<file path="config.mk">
export PLATFORM = sky130hd
export DESIGN_NAME = itr_scale
export DESIGN_NICKNAME = d
export VERILOG_FILES = /design/src/hdl/imu_tilt_and_rate_scaler_unit_assert.svh /design/src/hdl/itr_pkg.sv /design/src/hdl/itr_scale.sv
export SDC_FILE = /design/constraint.sdc
export NUM_CORES = 2
export LEC_CHECK = 0
export ABC_AREA = 1
export CAP_MARGIN = 20
export CELL_PAD_IN_SITES_DETAIL_PLACEMENT = 0
export CELL_PAD_IN_SITES_GLOBAL_PLACEMENT = 1
export CORE_AREA = 3 3 442 444
export CTS_BUF_LIST = sky130_fd_sc_hd__clkbuf_8
export CTS_CLUSTER_SIZE = 8
export DETAILED_ROUTE_END_ITERATION = 10
export DIE_AREA = 0 0 445 447
export DONT_BUFFER_PORTS = 1
export PLACE_DENSITY = 0.64
export SLEW_MARGIN = 20
export SYNTH_ARGS = -nofsm -noshare
export SYNTH_HDL_FRONTEND = slang
export SYNTH_SLANG_ARGS = --single-unit
</file>
<file path="constraint.sdc">
create_clock -name clk -period 15.8 [get_ports clk]
set_input_delay 3.95 -clock clk [delete_from_list [all_inputs] [get_ports clk]]
set_output_delay 3.95 -clock clk [all_outputs]
set_load 0.02 [all_outputs]
</file>
<file path="src/hdl/imu_tilt_and_rate_scaler_unit_assert.svh">
// Assertion macros used by the top-level pipeline file
`ifndef IMU_TILT_AND_RATE_SCALER_UNIT_ASSERT_SVH
`define IMU_TILT_AND_RATE_SCALER_UNIT_ASSERT_SVH

// Check that a condition implies a consequence in the same cycle
`define ITR_ASSERT_IMPL(lbl, clk, rst_n, a, b) \
	lbl: assert property (@(posedge clk) disable iff (!rst_n) (a) |-> (b)) \
		else $error("assertion failed");

// Check that a condition implies a consequence in the next cycle
`define ITR_ASSERT_NEXT(lbl, clk, rst_n, a, b) \
	lbl: assert property (@(posedge clk) disable iff (!rst_n) (a) |=> (b)) \
		else $error("assertion failed");

`endif

</file>
<file path="src/hdl/itr_pkg.sv">
`default_nettype none
package itr_pkg;
	localparam int MAX_STEPS = 24;
	localparam int XW = 40; // cordic x/y/z width
	typedef enum logic [1:0] {
		REG_ACCEL_GAIN = 2'd0,
		REG_GYRO_GAIN  = 2'd1,
		REG_Z_OFFSET   = 2'd2
	} reg_idx_t;

	typedef struct packed {
		logic signed [15:0] ax;
		logic signed [15:0] ay;
		logic signed [15:0] az;
		logic signed [16:0] wx;
		logic signed [16:0] wy;
		logic signed [16:0] wz;
		logic signed [15:0] gx;
		logic signed [15:0] gy;
		logic signed [15:0] gz;
	} scaled_t;

	function automatic logic signed [39:0] atan_q16(input int i);
		logic signed [39:0] t [MAX_STEPS];
		t = '{40'sd2949120, 40'sd1740967, 40'sd919879, 40'sd466945, 40'sd234379,
			40'sd117265, 40'sd58666, 40'sd29335, 40'sd14668, 40'sd7334, 40'sd3667,
			40'sd1833, 40'sd917, 40'sd458, 40'sd229, 40'sd115, 40'sd57, 40'sd29,
			40'sd14, 40'sd7, 40'sd4, 40'sd2, 40'sd1, 40'sd0};
		return t[i];
	endfunction
endpackage
`default_nettype wire

</file>
<file path="src/hdl/itr_scale.sv">
`default_nettype none
// Two-stage scaling: multiply, then round, negate, offset and saturate.
module itr_scale import itr_pkg::*; (
	input  wire logic               clk,
	input  wire logic               en,
	input  wire logic [17:0]        accel_gain,
	input  wire logic [17:0]        gyro_gain,
	input  wire logic signed [15:0] z_offset,
	input  wire logic signed [15:0] r [6],
	output scaled_t                 res
);
	logic signed [34:0] prod_s1 [6];
	logic signed [15:0] g_s1 [3];
	logic signed [15:0] zoff_s1;
	scaled_t res_s2;
	logic signed [35:0] rd [6];
	logic signed [35:0] v [6];

	always_ff @(posedge clk) begin
		if (en) begin
			for (int i = 0; i < 3; i++) begin
				prod_s1[i] <= r[i] * $signed({1'b0, accel_gain});
				prod_s1[i+3] <= r[i+3] * $signed({1'b0, gyro_gain});
				g_s1[i] <= r[i+3];
			end
			zoff_s1 <= z_offset;
		end
	end

	always_comb begin
		for (int i = 0; i < 6; i++)
			rd[i] = (36'(prod_s1[i]) + 36'sd32768) >>> 16;
		v[0] = -rd[0];
		v[1] = rd[1];
		v[2] = rd[2] - 36'(zoff_s1);
		v[3] = rd[3];
		v[4] = -rd[4];
		v[5] = -rd[5];
	end

	function automatic logic signed [15:0] sat16(input logic signed [35:0] x);
		return x > 36'sd32767 ? 16'sh7fff : (x < -36'sd32768 ? 16'sh8000 : x[15:0]);
	endfunction
	function automatic logic signed [16:0] sat17(input logic signed [35:0] x);
		return x > 36'sd65535 ? 17'sh0ffff : (x < -36'sd65536 ? 17'sh10000 : x[16:0]);
	endfunction

	always_ff @(posedge clk) begin
		if (en) begin
			res_s2.ax <= sat16(v[0]);
			res_s2.ay <= sat16(v[1]);
			res_s2.az <= sat16(v[2]);
			res_s2.wx <= sat17(v[3]);
			res_s2.wy <= sat17(v[4]);
			res_s2.wz <= sat17(v[5]);
			res_s2.gx <= g_s1[0];
			res_s2.gy <= g_s1[1];
			res_s2.gz <= g_s1[2];
		end
	end
	assign res = res_s2;
endmodule
`default_nettype wire

</file>
== Word level (Yosys, flattened, before mapping) ==
Memories as Yosys holds them, arrays and structs flattened. A register that Yosys moved wholly into a read port is not among the register bits.
Index checks and enable logic that the tools add are counted.

* Flip-flop bits (word level): 115
* Bits in writable memories: 258
* Input port bits: 150
* Logic and storage cells: 45
* Memories kept: 2

* $add $sub $neg: 10
* Multipliers: 6
* Order comparisons: 12
* Mux-type cells: 8

{| class="wikitable"
|+ Memories
! memory !! words !! width !! read ports !! clocked after Yosys merged registers in !! wr ports !! line !! source
|-
| prod_s1 || 6 || 35 || 6 || 0 || 6 || itr_scale.sv:12 || <nowiki>logic signed [34:0] prod_s1 [6];</nowiki>
|-
| g_s1 || 3 || 16 || 3 || 3 || 3 || itr_scale.sv:13 || <nowiki>logic signed [15:0] g_s1 [3];</nowiki>
|}

{| class="wikitable"
|+ Operators by type and width
! kind !! number
|-
| adder 35 x 17 -> 36 bit (second input constant) || 6
|-
| multiplier 16 x 19 -> 35 bit || 6
|-
| negator 20 -> 36 bit || 3
|-
| greater-than comparator 36 x 17 -> 1 bit (second input constant) || 2
|-
| < comparator 36 x 17 -> 1 bit (second input constant) || 2
|-
| 2-to-1 mux 17 bit || 3
|-
| 2-to-1 mux 16 bit || 3
|-
| greater-than comparator 36 x 16 -> 1 bit (second input constant) || 1
|-
| < comparator 36 x 16 -> 1 bit (second input constant) || 1
|-
| greater-than comparator 21 x 16 -> 1 bit (second input constant) || 1
|-
| < comparator 21 x 16 -> 1 bit (second input constant) || 1
|-
| subtractor 20 x 16 -> 21 bit || 1
|-
| greater-than comparator 20 x 16 -> 1 bit (second input constant) || 1
|-
| greater-than comparator 20 x 17 -> 1 bit (second input constant) || 1
|-
| < comparator 20 x 16 -> 1 bit (second input constant) || 1
|-
| < comparator 20 x 17 -> 1 bit (second input constant) || 1
|-
| 2-to-1 mux 1 bit || 2
|}

== Longest topological paths before layout ==
* Depth after elaboration: 4
* Gate-level depth with buffers: 28
* Depth with buffers taken out: 27

== Worst setup path after synthesis ==
OpenSTA, ideal clock, no wires.

* Path kind: input -> register
* Start point: input gyro_gain[7]
* End point: memory prod_s1[3][31] (data pin)
* Arrival: 9,019 ps
* Data required time: 15,540 ps
* Path slack: 6,521 ps
* Cell stages on the path: 24
* Cell sequence: clkbuf_1 -> buf_1 -> nand2_1 -> fa_1 -> inv_1 -> fa_1 -> inv_1 -> fa_1 -> inv_1 -> fa_1 -> fa_1 -> inv_1 -> fa_1 -> inv_1 -> ha_1 -> nand2_1 -> nor2_1 -> nand4_1 -> o21ai_0 -> nand3_1 -> nand2_1 -> nand3_1 -> nand2_1 -> xor2_1

{| class="wikitable"
|+ RTL lines
! what !! line !! source
|-
| start: declaration || itr_scale.sv:7 || <nowiki>input wire logic [17:0] gyro_gain,</nowiki>
|-
| end: declaration || itr_scale.sv:12 ||
|}

==> results.md <==
* Quantity of gates resized following cts at 0
* DRT iter0 DRCs at 2900
* Max-cap violations at 0
* Clk_lat worst skew at 0.78 ns
* Placed cell area at 78310 um^2
* TritonCTS clock tree: done
* Num CTS Buffers at 72
* Most used DFF post-synth: edfxtp_1
* Post-synthesis cell type count at 61
* Most frequent cells in the layout: 2790 x inv_1, 2569 x nand2_1, 1327 x fa_1
* Core ar. at 192000 um^2
* First-pass GRT wire length at 349300 um
* Sequential-to-total area share from yosys stat at 12.97%
* Routed length per placed instance at 17.75 um
* Vias in the first global route at 62607
* Die Wd at 445 um
* Register Area at 9940 um^2
* Worst EP required at 16.32 ns
* R2r setup slk at 10.80 ns
* Critical path arrival at 9.15 ns
* Relative slew slack at 27.67%
* Antenna violations before repair at 2
* IO buf count at 0
* Setup crit end kind: flop
* Die height at 447 um
* Final min period at 8.635 ns
* Layout Nets at 11668
* Met1 WL at 98890 um
* Grt total ovfl at 0
* Startpoint types: input port
* Die area at 198900 um^2
* H-tree depth at 3
* Hold Path Depth at 0
* Antenna viol nets, final at 0
* Routed wl met3 at 9574 um
* Setup violations, final at 0
* Net Count, Synth at 11977
* RD Place Congestion at 0.8627
* Vias/cell at 4.838
* Drt drc at 0
* Post-synth EDFFs at 331
* Sum Neg Setup Slack at 0 ns
* Fmax at 0.1158 GHz
* Crit Reg-Reg Startpoint: prod_s1[2][15]
* DRT Pass-1 Iters at 5
* Final core occ at 41.59%
* Root Buffer Master: clkbuf_8
* Synth area leader: fa_1
* CTS Hold Bufs at 0
* Area share of the largest cell type after synthesis at 34.67%
* Fill count at 19864
* Clock skew at 0.03400 ns
* Final Max Tran Viols at 0
* Vias at 58094
* WHS at 0.4007 ns
* Hold Path Sink: res[28]
* Most common cell after layout, fill and taps aside: inv_1
* Post-Syn Area at 76630 um^2
* Synth warnings at 0
* Syn-to-layout area delta at 4.198%
* RR Endpoint: res[112]
* Period utilisation layout at 54.65%
* Hold Path Origin: g_s1[0][28]
* Share of cells above drive strength 1 at 2.089%
* Final Cell Area at 79850 um^2
* Clock buffer depth at 3
* Routed WL at 213100 um
* Asr flop ratio synth at 0%
* Top Ports at 297
* Clock slew at reported path FFs at 0.08 ns
* CP max FO at 12
* Cell row count at 161
* Post-CTS setup buffers at 0
* Setup CP Type: input port to flop
* Met2 Wirelength at 99610 um
* Max Used Layer: met4
* Outcome: complete, no violations
* Syn avg cell area at 7.876 um^2
* RSZ-0062 raised after global routing: false
* FF-to-FF path depth at 22
* Worst-Margin Slew at 1.078 ns
* Global-route usage over all layers at 22.14%
* Sinks on Clock Net at 331
* Cells after Synth at 9730
* Detail Placement HPWL at 163200 um
* Multi-input logic area at 54760 um^2
* Post-synthesis register bit count at 331
* Largest net degree at the start of global routing at 332
* Top area cells in the synthesized netlist: fa_1 35%, inv_1 14%, edfxtp_1 13%
* Final Hold Fails at 0
* Initial Util at 39.92%
* HP Class: flop to flop
## routing by layer
metal / vias to the layer above / global-route usage (%)
met4: 0 / 5.677
met2: 1167 / 36.94
met3: 215 / 2.627
li1: 27715 / -
met5: - / 0
met1: 28997 / 30.58
## flip-flops by register name (all words and copies together) (netlist names)
signal,count
prod_s1,120
res,147
zoff_s1,16
g_s1,48
## cell usage after synthesis (all sizes together) (2+ instances only)
library cell  number
a31oi             22
xor2             166
a21oi            259
a211oi            10
nor2             443
o21bai            17
nor3              61
fa              1327
nand3            162
buf              106
clkbuf           277
a31o               3
a41oi              4
o211ai             5
a21o              13
or2               10
ha               770
clkinv             4
o31ai              8
o211a              2
nand3b            10
o21a              32
a221oi             7
and2               2
o21ai            151
nor4              12
o221ai             7
nand2           2600
and3               4
edfxtp           331
nand4             65
inv             2781
xnor2             51
## cells by family after synthesis
group	share of synthesized area, %
AO/OA/AOI/OAI	4.077
XOR/XNOR	2.490
AND/OR/NAND/NOR	17.65
flip-flops	12.97
buffers and inverters	15.58
adder cells (fa/ha/maj)	47.24
## how the worst max path moves through the flow
stage               slack [ns]         start        endpoint
floorplan                 6.52  gyro_gain[7]  prod_s1[3][31]
global placement          6.31         r[95]  prod_s1[0][32]
detailed placement        6.39         r[63]  prod_s1[2][30]
CTS                       7.26         r[63]  prod_s1[2][30]
global route              6.89         r[79]  prod_s1[1][29]
finish                    7.16         r[95]  prod_s1[0][32]
## through the flow
step                setup slack, ns  cells
floorplan                     6.521   9730
global placement              6.310  11873
detailed placement            6.386  11873
CTS                           7.264  12003
global route                  6.889  12008
finish                        7.165  12009
## area by class of cell
type	count	area share, %
well taps	2526	3.958
inverters	2785	13.09
clock buffers	74	1.276
multi-input cells	6231	68.58
diodes	6	0.01880
flip-flops and latches	331	12.45
clock inverters	56	0.6268
## critical path: stages
cell      delay [ns]
inv_1           0.39
nor2_1          0.13
fa_1            0.52
fa_1            0.42
fa_1            0.53
fa_1            0.44
fa_1            0.49
inv_1           0.05
fa_1            0.47
inv_1           0.04
ha_1            0.36
a21oi_1         0.23
o21ai_0         0.18
a21oi_1         0.26
nor2_1          0.08
a311oi_1        0.24
o21ai_0         0.16
xor2_1          0.18
Power is not shown: default switching activity piles up to over one toggle a cycle in this logic, so the estimate is an artifact.
